--- config.mk ---
export PLATFORM = sky130hd
export DESIGN_NAME = signed_byte_alu_mul_div
export DESIGN_NICKNAME = d
export VERILOG_FILES = /design/src/rtl/core/sbamd_pkg.sv /design/src/rtl/core/sbamd_ctrl.sv /design/src/rtl/core/sbamd_datapath.sv /design/src/rtl/core/signed_byte_alu_mul_div.sv
export SDC_FILE = /design/constraint.sdc
export NUM_CORES = 1
export LEC_CHECK = 0
export BUFFER_PORTS_ARGS = -buffer_cell sky130_fd_sc_hd__buf_2
export CORE_AREA = 4 4 98 91
export CTS_CLUSTER_DIAMETER = 50
export DETAILED_ROUTE_END_ITERATION = 10
export DIE_AREA = 0 0 102 95
export GPL_ROUTABILITY_DRIVEN = 0
export PLACE_DENSITY = 0.78
export SLEW_MARGIN = 20
export SYNTH_ARGS = -nofsm -noshare
export SYNTH_HDL_FRONTEND = slang
export SYNTH_SLANG_ARGS = --single-unit
--- constraint.sdc ---
create_clock -name clk -period 4 [get_ports clk]
set_input_delay 0.8 -clock clk [delete_from_list [all_inputs] [get_ports clk]]
set_output_delay 0.8 -clock clk [all_outputs]
set_load 0.1 [all_outputs]
--- src/rtl/core/sbamd_pkg.sv ---
// shared types and codes for the signed byte alu with multiply and divide
// no dependencies
package sbamd_pkg;

    localparam int unsigned OP_W   = 2;
    localparam int unsigned BYTE_W = 8;
    localparam int unsigned RES_W  = 16;
    localparam int unsigned STEP_N = 8;
    localparam int unsigned CNT_W  = $clog2(STEP_N);

    typedef enum logic [OP_W-1:0] {
        OP_ADD = 2'd0,
        OP_SUB = 2'd1,
        OP_MUL = 2'd2,
        OP_DIV = 2'd3
    } op_t;

    typedef enum logic [1:0] {
        ST_IDLE,
        ST_RUN,
        ST_FIX
    } state_t;

    typedef struct packed {
        logic load;
        logic step;
        logic finish;
    } ctl_t;

    typedef struct packed {
        logic [BYTE_W-1:0] remainder_value;
        logic [RES_W-1:0]  result_value;
    } res_t;

    typedef struct packed {
        logic divide_by_zero;
        res_t data;
    } out_t;

endpackage

--- src/rtl/core/sbamd_ctrl.sv ---
// sequencer: load, eight shared-adder steps for multiply and divide, result fix
// depends on sbamd_pkg
module sbamd_ctrl
    import sbamd_pkg::*;
(
    input  logic            clk,
    input  logic            rst_n,
    input  logic            in_valid,
    input  logic [OP_W-1:0] in_op,
    input  logic            out_free,
    output logic            ready,
    output ctl_t            ctl
);

    state_t             state_reg;
    state_t             state_next;
    logic [CNT_W-1:0]   cnt_reg;
    logic [CNT_W-1:0]   cnt_next;
    logic               accept;

    assign accept = in_valid && (state_reg == ST_IDLE);

    always_comb
    begin
        state_next = state_reg;
        cnt_next   = cnt_reg;
        case (state_reg)
            ST_IDLE:
            begin
                cnt_next = '0;
                if (accept)
                begin
                    if (in_op == OP_MUL || in_op == OP_DIV)
                        state_next = ST_RUN;
                    else
                        state_next = ST_FIX;
                end
            end
            ST_RUN:
            begin
                cnt_next = cnt_reg + 1'b1;
                if (cnt_reg == CNT_W'(STEP_N - 1))
                    state_next = ST_FIX;
            end
            ST_FIX:
            begin
                if (out_free)
                    state_next = ST_IDLE;
            end
            default:
            begin
                state_next = ST_IDLE;
            end
        endcase
    end

    always_comb
    begin
        ready      = 1'b0;
        ctl.load   = 1'b0;
        ctl.step   = 1'b0;
        ctl.finish = 1'b0;
        case (state_reg)
            ST_IDLE:
            begin
                ready    = 1'b1;
                ctl.load = in_valid;
            end
            ST_RUN:
            begin
                ctl.step = 1'b1;
            end
            ST_FIX:
            begin
                ctl.finish = out_free;
            end
            default:
            begin
                ready = 1'b0;
            end
        endcase
    end

    always_ff @(posedge clk or negedge rst_n)
    begin
        if (!rst_n)
        begin
            state_reg <= ST_IDLE;
            cnt_reg   <= '0;
        end
        else
        begin
            state_reg <= state_next;
            cnt_reg   <= cnt_next;
        end
    end

endmodule

--- src/rtl/core/sbamd_datapath.sv ---
// operand registers, one shared 9-bit add/subtract unit, shift accumulator
// and sign fixing; depends on sbamd_pkg
module sbamd_datapath
    import sbamd_pkg::*;
(
    input  logic              clk,
    input  ctl_t              ctl,
    input  logic [OP_W-1:0]   in_op,
    input  logic [BYTE_W-1:0] in_a,
    input  logic [BYTE_W-1:0] in_b,
    output out_t              result
);

    op_t                 op_reg;
    logic [BYTE_W-1:0]   a_reg;
    logic [BYTE_W-1:0]   b_reg;
    logic [BYTE_W-1:0]   m_reg;
    logic [RES_W-1:0]    acc_reg;
    logic [RES_W-1:0]    acc_next;

    logic [BYTE_W-1:0]   mag_a;
    logic [BYTE_W-1:0]   mag_b;
    logic [BYTE_W:0]     add_x;
    logic [BYTE_W:0]     add_y;
    logic                add_sub;
    logic [BYTE_W:0]     add_sum;
    logic [BYTE_W-1:0]   r_shift;
    logic [BYTE_W-1:0]   q_mag;
    logic [BYTE_W-1:0]   q_fix;
    logic [BYTE_W-1:0]   r_fix;
    logic                sign_a;
    logic                sign_diff;

    assign mag_a = in_a[BYTE_W-1] ? (BYTE_W'(0) - in_a) : in_a;
    assign mag_b = in_b[BYTE_W-1] ? (BYTE_W'(0) - in_b) : in_b;

    assign sign_a    = a_reg[BYTE_W-1];
    assign sign_diff = a_reg[BYTE_W-1] ^ b_reg[BYTE_W-1];
    assign r_shift   = {acc_reg[RES_W-2:BYTE_W], acc_reg[BYTE_W-1]};

    // shared adder
    always_comb
    begin
        add_x   = {1'b0, a_reg};
        add_y   = {1'b0, b_reg};
        add_sub = (op_reg == OP_SUB);
        if (ctl.step && op_reg == OP_DIV)
        begin
            add_x   = {1'b0, r_shift};
            add_y   = {1'b0, m_reg};
            add_sub = 1'b1;
        end
        else if (ctl.step)
        begin
            add_x   = {1'b0, acc_reg[RES_W-1:BYTE_W]};
            add_y   = {1'b0, m_reg};
            add_sub = 1'b0;
        end
    end

    assign add_sum = add_x + (add_y ^ {(BYTE_W+1){add_sub}}) + {{BYTE_W{1'b0}}, add_sub};

    always_comb
    begin
        acc_next = acc_reg;
        if (ctl.load)
        begin
            acc_next = {{BYTE_W{1'b0}}, (in_op == OP_DIV) ? mag_a : mag_b};
        end
        else if (ctl.step && op_reg == OP_DIV)
        begin
            // restoring step: keep the difference when it did not go negative
            if (!add_sum[BYTE_W])
                acc_next = {add_sum[BYTE_W-1:0], acc_reg[BYTE_W-2:0], 1'b1};
            else
                acc_next = {r_shift, acc_reg[BYTE_W-2:0], 1'b0};
        end
        else if (ctl.step)
        begin
            if (acc_reg[0])
                acc_next = RES_W'({add_sum, acc_reg[BYTE_W-1:0]} >> 1);
            else
                acc_next = RES_W'({1'b0, acc_reg[RES_W-1:BYTE_W], acc_reg[BYTE_W-1:0]} >> 1);
        end
    end

    always_ff @(posedge clk)
    begin
        if (ctl.load)
        begin
            op_reg <= op_t'(in_op);
            a_reg  <= in_a;
            b_reg  <= in_b;
            m_reg  <= (in_op == OP_DIV) ? mag_b : mag_a;
        end
        acc_reg <= acc_next;
    end

    assign q_mag = acc_reg[BYTE_W-1:0];
    assign q_fix = sign_diff ? (BYTE_W'(0) - q_mag) : q_mag;
    assign r_fix = sign_a ? (BYTE_W'(0) - acc_reg[RES_W-1:BYTE_W])
                          : acc_reg[RES_W-1:BYTE_W];

    always_comb
    begin
        result = '0;
        case (op_reg)
            OP_ADD, OP_SUB:
            begin
                result.data.result_value = {{BYTE_W{add_sum[BYTE_W-1]}}, add_sum[BYTE_W-1:0]};
            end
            OP_MUL:
            begin
                result.data.result_value = sign_diff ? (RES_W'(0) - acc_reg) : acc_reg;
            end
            OP_DIV:
            begin
                if (b_reg == '0)
                begin
                    result.divide_by_zero = 1'b1;
                end
                else
                begin
                    result.data.result_value    = {{BYTE_W{q_fix[BYTE_W-1]}}, q_fix};
                    result.data.remainder_value = r_fix;
                end
            end
            default:
            begin
                result = '0;
            end
        endcase
    end

endmodule

--- src/rtl/core/signed_byte_alu_mul_div.sv ---
// top level: signed byte add, subtract, multiply and divide on stream channels
// depends on sbamd_pkg, sbamd_ctrl, sbamd_datapath
//
// usage
//   input beat: s_axis_tdata carries operand_a (bits 7:0) and operand_b
//   (bits 15:8); s_axis_tuser carries the opcode (0 add, 1 sub, 2 mul, 3 div)
//   output beat: m_axis_tdata carries result_value (bits 15:0) and
//   remainder_value (bits 23:16); m_axis_tuser carries divide_by_zero
//   one output beat for every input beat, in order
//   add and subtract: the operands are registered at accept and the result
//   is written to the output register from the fix state
//   multiply and divide: the work runs as a load, eight steps of the single
//   shared 9-bit add/subtract unit and a sign fix; for every opcode the next
//   beat waits until the sequencer is back in idle
//   s_axis_tready is high only while the sequencer is idle, so at most one
//   beat is in work; the output register lets the next beat enter while a
//   finished result waits
//   if the receiver stalls, the finished result holds in the fix cycle until
//   the output register frees up
//   reset clears the sequencer and the output valid; no result is pending
module signed_byte_alu_mul_div
    import sbamd_pkg::*;
(
    input  logic        clk,
    input  logic        rst_n,
    input  logic        s_axis_tvalid,
    output logic        s_axis_tready,
    input  logic [15:0] s_axis_tdata,   // operand_a, operand_b
    input  logic [1:0]  s_axis_tuser,   // opcode
    output logic        m_axis_tvalid,
    input  logic        m_axis_tready,
    output logic [23:0] m_axis_tdata,   // result_value, remainder_value
    output logic [0:0]  m_axis_tuser    // divide_by_zero
);

    ctl_t   ctl;
    out_t   result;
    out_t   out_reg;
    logic   out_valid_reg;
    logic   out_valid_next;
    logic   out_free;

    assign out_free = !out_valid_reg || m_axis_tready;

    sbamd_ctrl u_ctrl (
        .clk      (clk),
        .rst_n    (rst_n),
        .in_valid (s_axis_tvalid),
        .in_op    (s_axis_tuser),
        .out_free (out_free),
        .ready    (s_axis_tready),
        .ctl      (ctl)
    );

    sbamd_datapath u_datapath (
        .clk    (clk),
        .ctl    (ctl),
        .in_op  (s_axis_tuser),
        .in_a   (s_axis_tdata[7:0]),
        .in_b   (s_axis_tdata[15:8]),
        .result (result)
    );

    always_comb
    begin
        out_valid_next = out_valid_reg;
        if (ctl.finish)
            out_valid_next = 1'b1;
        else if (m_axis_tready)
            out_valid_next = 1'b0;
    end

    always_ff @(posedge clk or negedge rst_n)
    begin
        if (!rst_n)
            out_valid_reg <= 1'b0;
        else
            out_valid_reg <= out_valid_next;
    end

    always_ff @(posedge clk)
    begin
        if (ctl.finish)
            out_reg <= result;
    end

    assign m_axis_tvalid   = out_valid_reg;
    assign m_axis_tdata    = out_reg.data;
    assign m_axis_tuser[0] = out_reg.divide_by_zero;

`ifndef SYNTH
    a_busy_after_accept: assert property (@(posedge clk) disable iff (!rst_n)
        s_axis_tvalid && s_axis_tready |=> !s_axis_tready)
        else $error("accepted a beat while the previous one was in work");

    a_finish_shows: assert property (@(posedge clk) disable iff (!rst_n)
        ctl.finish |=> m_axis_tvalid)
        else $error("finished result not presented");

    a_finish_only_free: assert property (@(posedge clk) disable iff (!rst_n)
        ctl.finish |-> out_free)
        else $error("result written over a pending beat");

    a_dz_zero: assert property (@(posedge clk) disable iff (!rst_n)
        m_axis_tvalid && m_axis_tuser[0] |-> m_axis_tdata == '0)
        else $error("divide by zero with nonzero data");
`endif

endmodule
==> results by group, run 1 <==
Outcome
  – Status: completed

Setup path
  – Crit path buf inv count: 0
  – Worst path arrival time: 4.02 ns
  – Most frequent CP cell: a221oi_1
  – Crit path max-delay cell type: dfrtp_1
  – WS Path Type: flop to flop
  – Setup crit end kind: flop
  – Req. time, crit path: 4.23 ns
  – Delay of the slowest critical-path stage: 0.47 ns
  – Worst Path Max Fanout: 15
  – CP cell instances: nand2b_2, mux2i_2, or3_1, nand2_1, fa_1, a21o_1, a221oi_1, o21a_1, xnor2_1, o221ai_1, a221oi_1
  – CP delay by family, top: compound AO/OA/AOI/OAI gates
  – Startpoint types: flop

Die
  – Core area: 7910 sq um
  – Initial Utilization: 0.575
  – Die area: 9690 sq um
  – Die extent in x: 102 um
  – Cell Rows: 31
  – Num ports: 49
  – Die Ht: 95 um

Synthesis
  – Synth area leaders: edfxtp_1, nand2_1, xnor2_1
  – Leading area contributor after synthesis: edfxtp_1
  – Synth Area in XOR/XNOR: 0.0827
  – Top cell type's share of synthesized area: 0.389
  – Synth Area in Compound Gates: 0.164
  – Mapped Area: 4550 sq um
  – Gate Count Post-Synth: 483
  – Main combinational cell family by area after synthesis: simple AND/OR/NAND/NOR gates
  – FF+latch count, synth: 73
  – Async SR Flop Fraction: 0.0822
  – Share of the yosys chip area belonging to registers: 0.457
  – Post-synthesis mux area share: 0.0476
  – Ys flop type: edfxtp_1
  – Syn Nets: 519
  – Yosys cell types: 54
  – Synth Area in Adders: 0.0401
  – Syn avg cell area: 9.42 sq um
  – Post-Synth Simple-Gate Area: 0.170
  – Ys Warns: 0
  – Cell with the most instances after synthesis: nand2_1
  – Synth cell count leaders: nand2_1, edfxtp_1, nor2_1, a21oi_1, xnor2_1
  – EDFF count, synth: 59

Power
  – Pwr Density: 962 nW/um^2
  – Peak supply drop: 0.394 mV
  – LEAKAGE: 2.04 nW
  – Power Total: 0.00488 W

STA
  – Fin. Hold Viols: 0
  – Measured slew at the worst slew-check pin: 1.00 ns
  – Worst clock skew: 0.00459 ns
  – Tmin final: 3.79 ns
  – Setup TNS: 0 ns
  – Crit share post-route: 0.948
  – Fmax: 264 MHz
  – Final setup vio count: 0
  – Slew margin rel.: 0.331
  – Unrepaired setup endpoints after global routing: false
  – Fin. max-slew vios: 0

Routing
  – Via count: 3883
  – Detailed Route WL: 11200 um
  – Via-to-Cell Ratio: 6.19
  – Post-route ant nets: 0
  – First drt pass iteration count: 5
  – Drt wl/cell: 17.8 um
  – # DRC: 0
  – Initial DRC count: 381

Global route
  – Vias in the first global route: 3683
  – Largest net degree at the start of global routing: 28
  – Global route total overflow: 0
  – First-pass GRT wire length: 17600 um
  – GRT Total Usage: 0.236
  – Antenna violations before repair: 0

Clock tree
  – Clock Sinks: 73
  – CTS Buf Count: 9
  – H-tree depth: 3
  – Worst-path clk slew: 0.07 ns
  – Root Buffer: clkbuf_8
  – Worst-Skew Late Latency: 0.36 ns
  – CTS Buffer Depth: 2
  – Hold Buf Count CTS: 0
  – CTS tree: done

Final layout
  – Final instance area: 5070 sq um
  – Max reg flops: 24
  – Fillers: 654
  – Antenna Cells: 0
  – Share of layout cells above drive strength 1: 0.163
  – Final net count: 559
  – Layout area overhead: 11.4%

Placement
  – Post-DP HPWL: 8250 um
  – Placed inst area: 4860 sq um
  – Number of port buffers: 48

Flow run
  – Max_cap viols: 0

Min path
  – Hold Crit Class: input port to asynchronous set/reset pin
through the flow:
step	hold slack, ns	utilization	cells	setup WS [ns]
floorplan	0.457	-	483	0.384
global placement	0.473	0.615	611	0.424
detailed placement	0.483	0.615	611	0.227
CTS	0.259	0.639	627	0.201
global route	0.251	0.641	627	0.0166
finish	0.257	0.641	627	0.208
layout by cell type, fill, tap and decap left out, types with 14 or more instances in the layout:
| master | instances |
|---|---|
| buf_2 | 48 |
| nor2_1 | 42 |
| a31oi_1 | 17 |
| mux2i_1 | 18 |
| edfxtp_1 | 59 |
| a21oi_1 | 31 |
| nand2_1 | 81 |
| xnor2_1 | 29 |
| o21ai_0 | 26 |
| xor2_1 | 14 |
final timing paths:
kind | startpoint | end | slack [ns] | cells after the start
worst max-delay path | u_ctrl.state_reg[0]$_DFFE_PN0P_ | u_datapath.acc_reg[9]$_SDFFE_PP0P_ | 0.21 | 11
worst min-delay path | rst_n | u_ctrl.cnt_reg[0]$_DFFE_PN0P_ | 0.26 | 1
worst max register to register | u_ctrl.state_reg[0]$_DFFE_PN0P_ | u_datapath.acc_reg[9]$_SDFFE_PP0P_ | 0.21 | 11
worst min register to register | u_ctrl.cnt_reg[1]$_DFFE_PN0P_ | u_ctrl.cnt_reg[1]$_DFFE_PN0P_ | 0.49 | 2
max in group asynchronous | rst_n | u_ctrl.cnt_reg[1]$_DFFE_PN0P_ | 3.60 | 1
min in group clk | u_ctrl.cnt_reg[1]$_DFFE_PN0P_ | u_ctrl.cnt_reg[1]$_DFFE_PN0P_ | 0.49 | 2
repair_timing:
item / 4_1_cts / 5_1_grt
setup buffers: 0 / 0
resized for setup: 0 / 2
setup endpoints to repair: 0 / 1
metal layers:
| metal | up-vias | track usage | wire [um] |
|---|---|---|---|
| met4 | 0 | 0.114 | 462 |
| li1 | 1816 | - | - |
| met1 | 1815 | 0.292 | 4410 |
| met3 | 50 | 0.0539 | 953 |
| met2 | 202 | 0.390 | 5350 |
| met5 | - | 0 | 0 |
logic make-up (layout without fill, tap and decap cells):
group	after synthesis	after routing
xor gates and xnor gates	43	43
DFF	73	73
buffers and inverters	41	86
muxes	21	21
and+or+nand+nor	172	172
AOI/OAI and AO/OA	119	119
adders and majority gates	14	14
report_power, final:
part	switching (W)	leakage (nW)	internal, W
Combinational	0.00179	1.24	0.00112
Sequential	0.000264	0.692	0.00112
Clock	0.000279	0.102	0.000300
cell type report:
class	count	area (sq um)	share of cell area
flip-flops and latches	73	2080	0.411
well taps	99	124	0.0244
multi-input cells	369	2310	0.455
repair buffers	58	315	0.0622
inverters	12	45.0	0.00888
clock buffers	10	138	0.0271
clock inverters	6	57.6	0.0113
(Power assumes the default switching activity.)
==> run 2: changes to the inputs <==
==> constraint.sdc (replaced) <==
create_clock -name clk -period 4 [get_ports clk]
set_input_delay 0 -clock clk [delete_from_list [all_inputs] [get_ports clk]]
set_output_delay 0 -clock clk [all_outputs]
set_load 0.1 [all_outputs]
==> results by group, run 2 (synthesis results as in run 1) <==
Min path
  – Hold depth: 3
  – Hold_sp: s_axis_tvalid
  – Hold Crit Class: input port to flop

Final layout
  – Share of layout cells above drive strength 1: 0.157
  – Most common cell after layout, fill and taps aside: nand2_1
  – Sequential cell area: 2080 sq um
  – Finished Layout Cells: 648
  – Final net count: 580
  – Multi-input logic area: 2310 sq um
  – Max reg flops: 24
  – Most frequent cells in the layout: nand2_1, edfxtp_1, buf_2, nor2_1, a21oi_1
  – Antenna Cells: 0
  – Layout area overhead: 16.0%
  – Fillers: 620

Clock tree
  – H-tree depth: 3
  – CTS Buffer Depth: 2
  – CTS tree: done
  – CTS Buf Count: 9
  – Worst-path clk slew: 0.07 ns
  – Clock Sinks: 73
  – Buffers inserted by post-CTS timing repair: 0
  – Root Buffer: clkbuf_8
  – Worst-Skew Late Latency: 0.35 ns

Global route
  – Global route total overflow: 0
  – Largest net degree at the start of global routing: 28
  – Vias in the first global route: 3829
  – Antenna violations before repair: 0
  – GRT Total Usage: 0.244
  – First-pass GRT wire length: 18200 um

Power
  – Peak supply drop: 0.394 mV
  – LEAKAGE: 2.12 nW
  – Pwr Density: 927 nW/um^2

Routing
  – Routed met2 length: 5570 um
  – Via count: 3968
  – Post-route ant nets: 0
  – Initial DRC count: 382
  – Met1 WL: 4440 um
  – Drt wl/cell: 17.7 um
  – Via-to-Cell Ratio: 6.12
  – Detailed Route WL: 11500 um
  – First drt pass iteration count: 6
  – # DRC: 0
  – DR WL met3: 1030 um
  – DR top layer: met4

Setup path
  – Worst Path Max Fanout: 15
  – Setup crit end kind: flop
  – Worst Setup SP: u_ctrl.state_reg[0]$_DFFE_PN0P_
  – Worst r2r path cells: 11
  – Reg-to-Reg Start: u_ctrl.state_reg[0]$_DFFE_PN0P_
  – Reg-to-reg endpoint: u_datapath.acc_reg[9]$_SDFFE_PP0P_
  – Crit path buf inv count: 0
  – WS Path Type: flop to flop
  – Flop2flop setup slack: 0.21 ns
  – CP delay by family, top: compound AO/OA/AOI/OAI gates
  – Worst path arrival time: 4.01 ns
  – Startpoint types: flop
  – Most frequent CP cell: a221oi_1
  – Crit path max-delay cell type: dfrtp_1
  – Req. time, crit path: 4.23 ns
  – Critical path depth: 11
  – Delay of the slowest critical-path stage: 0.47 ns
  – CP Capture Point: u_datapath.acc_reg[9]$_SDFFE_PP0P_
  – CP cell instances: nand2b_2, mux2i_2, or3_1, nand2_1, fa_1, a21o_1, a221oi_1, o21a_1, xnor2_1, o221ai_1, a221oi_1

Die
  – Die Ht: 95 um
  – Num ports: 49
  – Core area: 7910 sq um
  – Die area: 9690 sq um
  – Initial Utilization: 0.575
  – Die extent in x: 102 um
  – Cell Rows: 31

STA
  – Fin. max-slew vios: 0
  – Tmin final: 3.79 ns
  – Crit share post-route: 0.947
  – Fmax: 264 MHz
  – Fin. Hold Viols: 0
  – Worst clock skew: 0.00670 ns
  – Measured slew at the worst slew-check pin: 1.00 ns
  – Setup TNS: 0 ns
  – Fin worst setup slack: 0.213 ns
  – Final setup vio count: 0
  – Slew margin rel.: 0.332
  – Unrepaired setup endpoints after global routing: false

Placement
  – Dpl cells: 611
  – Number of port buffers: 48
  – Post-DP HPWL: 8250 um
  – Setup WS pre-CTS: 0.227 ns

Outcome
  – Status: completed

Flow run
  – Max_cap viols: 0
[run 2: cell types whose count changed in the layout (fill, tap and decap cells not counted), sizes merged]
cell,previous run,this run
dlygate4sd3,0,21
[run 2: timing repair]
action,CTS,global route
hold endpoints to repair,25,0
endpoints found under the setup margin,0,1
hold buffers,21,0
resized for setup,0,2
[run 2: layer usage]
layer | track usage | vias to the layer above
li1 | - | 1859
met1 | 0.297 | 1826
met2 | 0.411 | 233
met3 | 0.0547 | 50
met4 | 0.115 | 0
met5 | 0 | -
[run 2: power by group]
group / total, W / internal (W) / switching [W]
combinational: 0.00293 / 0.00113 / 0.00180
sequential: 0.00139 / 0.00112 / 0.000264
clock: 0.000577 / 0.000300 / 0.000277
[run 2: worst min path at each step]
stage | endpoint
final | u_ctrl.state_reg[1]$_DFFE_PN0P_
after global placement | u_ctrl.cnt_reg[2]$_DFFE_PN0P_
after CTS | u_ctrl.state_reg[1]$_DFFE_PN0P_
after detailed placement | u_ctrl.cnt_reg[2]$_DFFE_PN0P_
after global routing | u_ctrl.state_reg[0]$_DFFE_PN0P_
after floorplan | m_axis_tvalid$_DFFE_PN0P_
[run 2: stage by stage]
step                      hold slack [ns]  utilization  area [sq um]  power (W)
after floorplan                    -0.296            -          4550    0.00357
after global placement             -0.170        0.615          4860    0.00411
after detailed placement           -0.165        0.615          4860    0.00421
after CTS                          0.0168        0.666          5270    0.00481
after global routing               0.0278        0.667          5280    0.00518
final                             0.00518        0.667          5280    0.00490
[run 2: tightest hold or removal path: stages]
cell	delay, ns
buf_2	0.10
a22oi_1	0.06
o21ai_0	0.16
[run 2: area by class of cell]
type	instances	share of cell area
Clock buffer	10	0.0261
Clock inverter	6	0.0109
Inverter	12	0.00853
Multi-Input combinational cell	369	0.437
Sequential cell	73	0.394
Tap cell	99	0.0235
Timing Repair Buffer	79	0.0995
